### src/hw/rtl/tzsm_pkg.sv
package tzsm_pkg;

   // Field and register widths
   localparam int SAMPLE_BITS = 10;
   localparam int TIMER_BITS  = 16;
   localparam int CFG_BITS    = 16;
   localparam int LIMIT_BITS  = 10;
   localparam int CSR_IDX_BITS = 2;

   // sample*1000 fits in SAMPLE_BITS + 10 bits, as does limit << SAMPLE_BITS
   localparam int SCALE_BITS  = 10;
   localparam int SCALED_BITS = SAMPLE_BITS + SCALE_BITS;
   localparam logic [SCALE_BITS-1:0] SAMPLE_SCALE = SCALE_BITS'(1000);

   localparam int CMP_BITS = (TIMER_BITS > CFG_BITS) ? TIMER_BITS : CFG_BITS;

   typedef logic [SAMPLE_BITS-1:0] sample_type;
   typedef logic [TIMER_BITS-1:0]  timer_type;
   typedef logic [CFG_BITS-1:0]    cfg_type;
   typedef logic [LIMIT_BITS-1:0]  limit_type;
   typedef logic [1:0]             zone_type;
   typedef logic [1:0]             mode_type;
   typedef logic [CSR_IDX_BITS-1:0] csr_idx_type;

   localparam timer_type TIMER_MAX = {TIMER_BITS{1'b1}};
   localparam limit_type LIMIT_MAX = {LIMIT_BITS{1'b1}};

   // Zone codes
   localparam zone_type ZONE_NORMAL = 2'd0;
   localparam zone_type ZONE_HIGH   = 2'd1;
   localparam zone_type ZONE_LOW    = 2'd2;

   // Menu modes
   localparam mode_type MODE_DISPLAY = 2'd0;
   localparam mode_type MODE_UPPER   = 2'd1;
   localparam mode_type MODE_LOWER   = 2'd2;

   // Register indexes
   localparam csr_idx_type CSR_LOCKOUT = 2'd0;
   localparam csr_idx_type CSR_BLINK   = 2'd1;
   localparam csr_idx_type CSR_BUZZER  = 2'd2;

   // Reset values
   localparam cfg_type   LOCKOUT_RESET = CFG_BITS'(200);
   localparam cfg_type   BLINK_RESET   = CFG_BITS'(500);
   localparam cfg_type   BUZZER_RESET  = CFG_BITS'(300);
   localparam limit_type UPPER_RESET   = LIMIT_BITS'(60);
   localparam limit_type LOWER_RESET   = LIMIT_BITS'(40);

   // Saturating tick counter increment
   function automatic timer_type tick_up(input timer_type count);
      tick_up = (count == TIMER_MAX) ? count : count + timer_type'(1);
   endfunction

   // True once more ticks than the period have passed
   function automatic logic period_done(input timer_type count, input cfg_type period);
      period_done = CMP_BITS'(count) > CMP_BITS'(period);
   endfunction

   // Half-degree step, saturating; up and down together cancel
   function automatic limit_type step_limit(input limit_type value, input logic up,
                                            input logic down);
      limit_type result;
      result = value;
      if (up && !down && value != LIMIT_MAX) begin
         result = value + limit_type'(1);
      end else if (down && !up && value != limit_type'(0)) begin
         result = value - limit_type'(1);
      end
      step_limit = result;
   endfunction

endpackage

### src/hw/rtl/thermostat_zone_and_setpoint_menu.sv
// An accepted item waits in the input register; its result is registered in
// the result register when the item advances. Throughput: one item per cycle
// while results are taken; the input register and the result register advance
// together, so a stalled result holds the waiting item and the input.
// Reset (synchronous, active high) clears both valid flags, restores the three
// periods to 200/500/300 ticks, the limits to 60/40 half degrees, the menu to
// display, all tick counters to zero, blink visible and buzzer silent.
module thermostat_zone_and_setpoint_menu
   import tzsm_pkg::*;
(
   input  logic        clock,
   input  logic        reset,

   input  logic        csr_we,
   input  csr_idx_type csr_index,
   input  cfg_type     csr_wdata,

   input  logic        req_valid,
   output logic        req_ready,
   input  sample_type  req_sample,
   input  logic        req_press_up,
   input  logic        req_press_down,
   input  logic        req_press_enter,

   output logic        rsp_valid,
   input  logic        rsp_ready,
   output zone_type    rsp_zone,
   output logic        rsp_motor_on,
   output logic        rsp_buzzer_on,
   output mode_type    rsp_menu_mode,
   output logic        rsp_blink_visible,
   output limit_type   rsp_upper_limit,
   output limit_type   rsp_lower_limit,
   output logic        rsp_store_upper,
   output logic        rsp_store_lower
);

   // ---------------------------------------------------------------------
   // Configuration registers
   // ---------------------------------------------------------------------
   cfg_type lockout_ff, blink_period_ff, buzzer_period_ff;

   always_ff @(posedge clock) begin
      if (reset) begin
         lockout_ff       <= LOCKOUT_RESET;
         blink_period_ff  <= BLINK_RESET;
         buzzer_period_ff <= BUZZER_RESET;
      end else if (csr_we) begin
         // Unknown indexes fall through and are dropped
         if (csr_index == CSR_LOCKOUT) lockout_ff       <= csr_wdata;
         if (csr_index == CSR_BLINK)   blink_period_ff  <= csr_wdata;
         if (csr_index == CSR_BUZZER)  buzzer_period_ff <= csr_wdata;
      end
   end

   // ---------------------------------------------------------------------
   // Input register
   // ---------------------------------------------------------------------
   logic       in_valid_ff;
   sample_type sample_ff;
   logic       up_ff, down_ff, enter_ff;
   logic       advance;

   // The held item moves on when the result register is free or being emptied
   assign advance   = in_valid_ff && (!rsp_valid || rsp_ready);
   assign req_ready = !in_valid_ff || advance;

   always_ff @(posedge clock) begin
      if (reset) begin
         in_valid_ff <= 1'b0;
      end else if (req_ready) begin
         in_valid_ff <= req_valid;
      end
   end

   always_ff @(posedge clock) begin
      if (req_ready && req_valid) begin
         sample_ff <= req_sample;
         up_ff     <= req_press_up;
         down_ff   <= req_press_down;
         enter_ff  <= req_press_enter;
      end
   end

   // ---------------------------------------------------------------------
   // Thermostat state
   // ---------------------------------------------------------------------
   mode_type  mode_ff, mode_in;
   limit_type upper_ff, upper_in, lower_ff, lower_in;
   timer_type since_press_ff, since_press_in;
   timer_type since_blink_ff, since_blink_in;
   timer_type since_buzz_ff, since_buzz_in;
   logic      blink_ff, blink_in;
   logic      buzz_ff, buzz_in;

   // Per-item work
   logic [SCALED_BITS-1:0] scaled;
   logic [SCALED_BITS-1:0] upper_scaled, lower_scaled;
   zone_type  zone;
   timer_type press_tick, blink_tick, buzz_tick;
   logic      take_press, up_acc, down_acc, enter_acc;
   logic      store_upper, store_lower;

   always_comb begin
      // Exact compare in units of 1/(2*2^SAMPLE_BITS) degree
      scaled       = SCALED_BITS'(sample_ff) * SCALED_BITS'(SAMPLE_SCALE);
      upper_scaled = {upper_ff, SAMPLE_BITS'(0)};
      lower_scaled = {lower_ff, SAMPLE_BITS'(0)};

      if (scaled > upper_scaled) begin
         zone = ZONE_HIGH;
      end else if (scaled < lower_scaled) begin
         zone = ZONE_LOW;
      end else begin
         zone = ZONE_NORMAL;
      end

      press_tick = tick_up(since_press_ff);
      blink_tick = tick_up(since_blink_ff);
      buzz_tick  = tick_up(since_buzz_ff);

      // Buzzer toggles only while hot; the phase holds otherwise, but the count runs on
      buzz_in       = buzz_ff;
      since_buzz_in = buzz_tick;
      if (zone == ZONE_HIGH && period_done(buzz_tick, buzzer_period_ff)) begin
         buzz_in       = !buzz_ff;
         since_buzz_in = '0;
      end

      // Presses inside the lockout window are dropped
      take_press     = period_done(press_tick, lockout_ff);
      up_acc         = take_press && up_ff;
      down_acc       = take_press && down_ff;
      enter_acc      = take_press && enter_ff;
      since_press_in = (up_acc || down_acc || enter_acc) ? '0 : press_tick;

      blink_in       = blink_ff;
      since_blink_in = blink_tick;
      if (period_done(blink_tick, blink_period_ff)) begin
         blink_in       = !blink_ff;
         since_blink_in = '0;
      end

      // Menu
      mode_in     = mode_ff;
      upper_in    = upper_ff;
      lower_in    = lower_ff;
      store_upper = 1'b0;
      store_lower = 1'b0;
      unique case (mode_ff)
         MODE_UPPER: begin
            upper_in = step_limit(upper_ff, up_acc, down_acc);
            if (enter_acc) begin
               store_upper = 1'b1;
               mode_in     = MODE_LOWER;
            end
         end
         MODE_LOWER: begin
            lower_in = step_limit(lower_ff, up_acc, down_acc);
            if (enter_acc) begin
               store_lower = 1'b1;
               mode_in     = MODE_DISPLAY;
            end
         end
         default: begin
            // Display, and the unused fourth code, which acts as display
            mode_in = enter_acc ? MODE_UPPER : MODE_DISPLAY;
         end
      endcase
   end

   always_ff @(posedge clock) begin
      if (reset) begin
         mode_ff        <= MODE_DISPLAY;
         upper_ff       <= UPPER_RESET;
         lower_ff       <= LOWER_RESET;
         since_press_ff <= '0;
         since_blink_ff <= '0;
         since_buzz_ff  <= '0;
         blink_ff       <= 1'b1;
         buzz_ff        <= 1'b0;
      end else if (advance) begin
         mode_ff        <= mode_in;
         upper_ff       <= upper_in;
         lower_ff       <= lower_in;
         since_press_ff <= since_press_in;
         since_blink_ff <= since_blink_in;
         since_buzz_ff  <= since_buzz_in;
         blink_ff       <= blink_in;
         buzz_ff        <= buzz_in;
      end
   end

   // ---------------------------------------------------------------------
   // Result register
   // ---------------------------------------------------------------------
   logic      out_valid_ff;
   zone_type  zone_ff;
   logic      buzzer_ff;
   mode_type  out_mode_ff;
   logic      out_blink_ff;
   limit_type out_upper_ff, out_lower_ff;
   logic      store_upper_ff, store_lower_ff;

   always_ff @(posedge clock) begin
      if (reset) begin
         out_valid_ff <= 1'b0;
      end else if (advance) begin
         out_valid_ff <= 1'b1;
      end else if (rsp_ready) begin
         out_valid_ff <= 1'b0;
      end
   end

   always_ff @(posedge clock) begin
      if (advance) begin
         zone_ff        <= zone;
         buzzer_ff      <= (zone == ZONE_HIGH) && buzz_in;
         out_mode_ff    <= mode_in;
         out_blink_ff   <= blink_in;
         out_upper_ff   <= upper_in;
         out_lower_ff   <= lower_in;
         store_upper_ff <= store_upper;
         store_lower_ff <= store_lower;
      end
   end

   assign rsp_valid         = out_valid_ff;
   assign rsp_zone          = zone_ff;
   assign rsp_motor_on      = (zone_ff == ZONE_HIGH);
   assign rsp_buzzer_on     = buzzer_ff;
   assign rsp_menu_mode     = out_mode_ff;
   assign rsp_blink_visible = out_blink_ff;
   assign rsp_upper_limit   = out_upper_ff;
   assign rsp_lower_limit   = out_lower_ff;
   assign rsp_store_upper   = store_upper_ff;
   assign rsp_store_lower   = store_lower_ff;

   // ---------------------------------------------------------------------
   // Assertions
   // ---------------------------------------------------------------------
   a_limits_move_on_advance: assert property (@(posedge clock) disable iff (reset)
      (!$past(reset) && (!$stable(upper_ff) || !$stable(lower_ff))) |-> $past(advance))
      else $error("limit changed without an item moving");

   a_mode_moves_on_advance: assert property (@(posedge clock) disable iff (reset)
      (!$past(reset) && !$stable(mode_ff)) |-> $past(advance))
      else $error("menu mode changed without an item moving");

   a_store_upper_mode: assert property (@(posedge clock) disable iff (reset)
      (rsp_valid && rsp_store_upper) |-> (rsp_menu_mode == MODE_LOWER))
      else $error("upper store strobe without move to lower setting");

   a_store_lower_mode: assert property (@(posedge clock) disable iff (reset)
      (rsp_valid && rsp_store_lower) |-> (rsp_menu_mode == MODE_DISPLAY))
      else $error("lower store strobe without return to display");

   a_buzzer_needs_motor: assert property (@(posedge clock) disable iff (reset)
      (rsp_valid && rsp_buzzer_on) |-> rsp_motor_on)
      else $error("buzzer on outside the high zone");

endmodule
### config.mk
export PLATFORM = sky130hd
export DESIGN_NAME = thermostat_zone_and_setpoint_menu
export DESIGN_NICKNAME = d
export VERILOG_FILES = /design/src/hw/rtl/tzsm_pkg.sv /design/src/hw/rtl/thermostat_zone_and_setpoint_menu.sv
export SDC_FILE = /design/constraint.sdc
export NUM_CORES = 1
export LEC_CHECK = 0
export BUFFER_PORTS_ARGS = -buffer_cell sky130_fd_sc_hd__clkbuf_2
export CAP_MARGIN = 0
export CORE_ASPECT_RATIO = 1.75
export CORE_MARGIN = 2
export CORE_UTILIZATION = 56
export DETAILED_ROUTE_END_ITERATION = 10
export GPL_TIMING_DRIVEN = 0
export PLACE_DENSITY = 0.77
export SYNTH_ARGS = -nofsm -noshare
export SYNTH_HDL_FRONTEND = slang
export SYNTH_SLANG_ARGS = --single-unit
### constraint.sdc
create_clock -name clock -period 5.8 [get_ports clock]
set_clock_uncertainty 0.15 [all_clocks]
set_input_delay 0.87 -clock clock [delete_from_list [all_inputs] [get_ports clock]]
set_output_delay 0.87 -clock clock [all_outputs]
set_load 0.03 [all_outputs]
# After elaboration in Yosys (flattened, before gate mapping)
# Index checks and enable logic that the tools add are counted.
# word_totals
ff_bits	163
# op_classes
n_eq_ne	11
muxes	23
n_lt_le_gt_ge	5
add_sub_neg	7
n_mul	1
n_reduce_logical	30
# ops
op	count
two-way mux 16 bit	6
two-way mux 10 bit	6
adder 16 x 1 -> 16 bit, second input constant	3
equality test 16 bit, second input constant	3
> comparator 16 bit	3
adder 10 x 1 -> 10 bit, second input constant	2
> comparator 20 bit	1
less-than comparator 20 bit	1
!= test 10 bit, second input constant	2
nonzero test 10 bit	2
subtractor 10 x 1 -> 10 bit, second input constant	2
multiplier 10 x 7 -> 17 bit, second input constant	1
logical AND 1 bit	13
equality test 2 x 1 -> 1 bit, second input constant	4
two-way mux 2 bit	4
zero test 1 bit	6
two-way mux 1 bit	6
AND reduction 2 bit	3
equality test 2 bit, second input constant	2
logical OR 1 bit	4
case mux 2 bit (2 select lines)	1
zero test 2 bit	1
nonzero test 2 bit	1

# Longest topological paths before layout
# depth
word_depth	10
ltp_mapped	25
depth_no_buf	23

# Worst setup path after synthesis
# Ideal clock, no wire load.
# synth_path
path_kind	register -> register
start	register sample_ff[0]
end	register since_buzz_ff[8]
path_slack_ns	-0.291
arrival_time_ns	5.871
required_time_ns	5.580
stages_incl_launch_ff	23
path_buffers	2
setup_time_ns	0.070
cell_sequence	edfxtp_1 -> fa_1 -> fa_1 -> inv_1 -> fa_1 -> fa_1 -> inv_1 -> ha_1 -> o21ai_0 -> o21bai_1 -> a31o_2 -> a211o_1 -> a31o_2 -> a21oi_1 -> xor2_1 -> ha_1 -> or4_1 -> a221oi_1 -> a211o_1 -> clkbuf_1 -> clkbuf_1 -> o211ai_1 -> a21oi_1
# synth_between
elab_chain_cells	7
elab_cells_between_ends	8
classes_between	mul (1); order compare (2); eq/ne (1); mux (3); reduce/logical (1)
# synth_lines
element	line_no	source
start: declaration	thermostat_zone_and_setpoint_menu.sv:60	sample_type sample_ff;
start signal: assignment	thermostat_zone_and_setpoint_menu.sv:78	sample_ff <= req_sample;
multiplier 10 x 7 -> 17 bit *	thermostat_zone_and_setpoint_menu.sv:106	scaled = SCALED_BITS'(sample_ff) * SCALED_BITS'(SAMPLE_SCALE);
less-than comparator 20 bit	thermostat_zone_and_setpoint_menu.sv:112	end else if (scaled < lower_scaled) begin
two-way mux 2 bit	thermostat_zone_and_setpoint_menu.sv:112	
two-way mux 2 bit *	thermostat_zone_and_setpoint_menu.sv:110	if (scaled > upper_scaled) begin
equality test 2 x 1 -> 1 bit *	thermostat_zone_and_setpoint_menu.sv:125	if (zone == ZONE_HIGH && period_done(buzz_tick, buzzer_period_ff)) begin
logical AND 1 bit *	thermostat_zone_and_setpoint_menu.sv:125	
two-way mux 16 bit *	thermostat_zone_and_setpoint_menu.sv:125	
end signal: assignment	thermostat_zone_and_setpoint_menu.sv:188	since_buzz_ff <= since_buzz_in;
end: declaration	thermostat_zone_and_setpoint_menu.sv:92	timer_type since_buzz_ff, since_buzz_in;
# Mark *: on every way between the ends. The rest lies on a longest branch, timed or not.
# A chain may end at the register's enable or synchronous reset.

# Worst setup path in the final report
# layout_path
start	register sample_ff[1]
end	register since_buzz_ff[10]
# Same word-level chain as after synthesis.

==> impl_results.md <==
- Outcome: finished with violations
- Failing checks: setup timing
- Final Hold Fails: 0
- Pin count of the biggest net entering global routing: 38
- Cell area after layout: roughly 13000 um2
- Hold path start: lockout_ff[10]
- Synthesized Nets: about 1500
- Leak: about 0.0054 uW
- Vias in the first global route: just over 10000
- # hold bufs at CTS: 0
- CTS Buf Count: 17
- WHS Path Cells: 2
- Worst Path Buf+Inv: 4
- CTS Sinks: approximately 160
- R2R setup slack: -200 ps
- Routed Antenna Nets: 0
- Number of synthesized flops with an enable pin: 41
- PwrDens: around 360 nW/um2
- Final GP Congestion: approximately 0.91
- Startpoint types: flop
- Fmax: 166.6 MHz
- WL final: around 31000 um
- Final nets: 1610
- GRT Overall Usage: 29.25%
- FF-to-FF Start: sample_ff[1]
- Reg2Reg Depth: 23
- Period minus WS final: roughly 6000 ps
- Root Buffer: clkbuf_16
- Max-slew violations: 0
- Worst slew pin tran: 1048 ps
- CP max stage delay: 560 ps
- Average wire per cell in the routed design: 18.47 um
- Clock transition at path regs: about 70 ps
- Die Height: 193.1 um
- Iter 0 DRT Violations: 598
- Synth unique cells: 80
- Cell Area, Placed: 12100 um2
- Top Ports: 67
- Die Width: around 110 um
- Clock Tree Buf Depth: 2
- CP arrival: 6200 ps
- Crit-path leading delay family: adder cells
- Via count: roughly 10000
- Setup violations, final: 20
- H-tree depth: 4
- Largest fanout on the critical path: 5
- Dpl hpwl: 23720 um
- DRC viols: 0
- Post-layout util: 64.99%
- Period utilisation layout: 103.5%
- Area growth from synthesis to layout: 14.75%
- Antenna diodes: 0
- Clk_lat worst skew: about 450 ps
- Cell mode on critical path: fa_1
- Slew HR: ~30%
- Area of the core: 20200 um2
- First drt pass iteration count: 5
- Layout cells sized above 1: about 14%
- First-pass GRT wire length: 49780 um
- Worst-path cell chain: fa_1 -> fa_1 -> inv_1 -> fa_1 -> fa_1 -> inv_1 -> ha_4 -> o21ai_2 -> o21bai_1 -> a31o_4 -> a211o_1 -> and2_1 -> xnor2_2 -> ha_4 -> o21a_1 -> o21ai_1 -> nand2b_1 -> a21oi_1 -> a211o_1 -> buf_8 -> buf_4 -> or2_4 -> a32o_1
- Die area: 21640 um2
- Worst path required time: 5990 ps
- Worst Setup Path Type: flop to flop
- Number of core rows: just under 70
- Initial antenna violation count: 0
- Synth warn: 0
- GR Overflow Total: 0
- FF+latch count, synth: around 160
- Fin worst setup slack: -201.4 ps
- CTS tree: done
- Gate Count Post-Synth: 1321
- Count of input and output buffers: 65
- Mapped cell area: around 11000 um2
- Via/cell ratio: around 6
- Ys async rst share: 0%
- Hold Crit Endpoint: lockout_ff[10]
- Register area share after synthesis: between 30% and 40%
- RSZ-0062 raised after global routing: yes
- Crit. End Element: flop
- Worst min path class: flop to flop
- Tot Pwr: roughly 4800 uW
- Critical Path Slowest Stage Cell: fa_1
- Max-capacitance violation count: 0
- Top FF cell, synth: dfxtp_1
- Avg Cell Area, Syn: around 8.7 um2
- Max IR drop VDD: 376.9 uV
- Initial core utilization: a little under three fifths
- Worst reg2reg path endpoint: since_buzz_ff[10]
[cell families (layout without fill, tap and decap cells)]
| group | Yosys count | count (layout) | share of synthesized area (%) |
|---|---|---|---|
| flops | 163 | 163 | 32.10 |
| compound gates | 285 | 285 | 15.99 |
| fa+ha+maj | 147 | 147 | 18.04 |
| simple gates | 444 | 444 | 19.60 |
| buf+inv | 183 | 302 | 6.233 |
| xor+xnor | 76 | 76 | 5.817 |
| mux | 23 | 23 | 2.220 |
[power breakdown]
group	leakage (uW)	total, uW	switching, uW	internal, uW
clock network	0.000273	1090	510	577
registers	0.00136	1230	24.7	1210
logic	0.00377	2450	1280	1170
total	0.00540	4770	1820	2960
[metrics by stage]
stage	TNS (ps)	std cells	hold slack, ps	worst slack [ps]
2_1_floorplan	0	1321	286.3	7.379
3_3_place_gp	-7681	1634	294.9	-517.7
3_5_place_dp	-8702	1634	297.3	-550.0
4_1_cts	-3143	1682	305.9	-233.9
5_1_grt	-6822	1688	328.0	-404.7
6_report	-3002	1688	305.9	-201.4
[layout make-up]
cell class | count | area [um2]
Buffer | 55 | 266.5
Clock buffer | 20 | 456.7
Clock inverter | 12 | 95.09
Fill cell | 1719 | 7072
Inverter | 128 | 483.0
Multi-Input combinational cell | 975 | 7332
Sequential cell | 163 | 3674
Tap cell | 248 | 310.3
Timing Repair Buffer | 87 | 513.0
[sequential cells by signal, indices dropped and copies added (netlist names), 10 cells and up]
register / cells
blink_period_ff: 16
upper_ff: 10
rsp_lower_limit: 10
since_blink_ff: 16
lockout_ff: 16
since_buzz_ff: 16
rsp_upper_limit: 10
since_press_ff: 16
lower_ff: 10
buzzer_period_ff: 16
sample_ff: 10
[per-layer routing]
metal | track usage [%] | vias to the layer above | share of wire (%)
met5 | 0 | - | 0
met4 | 19.75 | 0 | 6.9
met3 | 5.314 | 137 | 4.2
met2 | 57.39 | 326 | 54
met1 | 27.03 | 4858 | 35
li1 | - | 4884 | -
[cell usage in the layout, fill, tap and decap left out, types with 9 or more instances in the layout]
| cell type | n |
|---|---|
| xor2_1 | 19 |
| buf_4 | 19 |
| edfxtp_1 | 41 |
| mux2_2 | 15 |
| a21oi_1 | 122 |
| o21ai_0 | 24 |
| dfxtp_1 | 122 |
| o211ai_1 | 14 |
| nand3_1 | 43 |
| nand4_1 | 32 |
| clkbuf_16 | 18 |
| xnor2_1 | 53 |
| and3_1 | 18 |
| nor3_1 | 22 |
| inv_2 | 9 |
| a21o_1 | 15 |
| fa_1 | 30 |
| nor2_1 | 101 |
| inv_1 | 118 |
| nor2b_1 | 12 |
| nand3b_1 | 9 |
| nand2_1 | 127 |
| clkbuf_2 | 65 |
| clkbuf_1 | 45 |
| a211o_1 | 18 |
| ha_1 | 110 |
[Yosys cell counts (8+ instances only)]
master / instances / share of area (%)
and4_1: 8 / 0.61
fa_1: 30 / 5.2
nand3b_1: 9 / 0.59
o211ai_1: 14 / 0.92
nor2_1: 101 / 3.3
o21ai_0: 27 / 1.2
or3_1: 8 / 0.44
a211o_1: 18 / 1.4
mux2_2: 15 / 1.5
inv_1: 127 / 4.2
ha_1: 117 / 13
nand4_1: 32 / 1.7
nand3_1: 43 / 1.9
o22ai_1: 9 / 0.49
a21oi_1: 126 / 5.5
clkbuf_1: 46 / 1.5
and3_1: 18 / 0.98
a22o_1: 8 / 0.61
nand2_1: 127 / 4.2
edfxtp_1: 41 / 11
dfxtp_1: 122 / 21
nor2b_1: 13 / 0.71
a21o_1: 15 / 0.98
xor2_1: 20 / 1.5
nor3_1: 22 / 0.96
nor4_1: 10 / 0.55
xnor2_1: 56 / 4.3
[worst max path at each step]
stage                 startpoint           endpoint  slack [ps]  cells after the start
floorplan           sample_ff[1]   since_buzz_ff[8]           7                     22
finish              sample_ff[1]  since_buzz_ff[10]        -200                     23
global placement    sample_ff[2]   since_buzz_ff[8]        -520                     21
global route        sample_ff[2]  since_buzz_ff[15]        -400                     22
CTS                 sample_ff[2]   since_buzz_ff[8]        -230                     22
detailed placement  sample_ff[2]  since_buzz_ff[10]        -550                     20
[worst min-delay path, stage by stage (launching register included)]
cell and delay, ps:
dfxtp_1 310, nand2_1 50, a21oi_1 50
[repair_timing]
action / 4_1_cts / 5_1_grt
pin swaps: 41 / 20
buffers inserted: 15 / 6
setup endpoints to repair: 20 / 20
resized for setup: 35 / 21
cloned: 1 / 0
No activity file was read; power rests on OpenSTA's default activity.
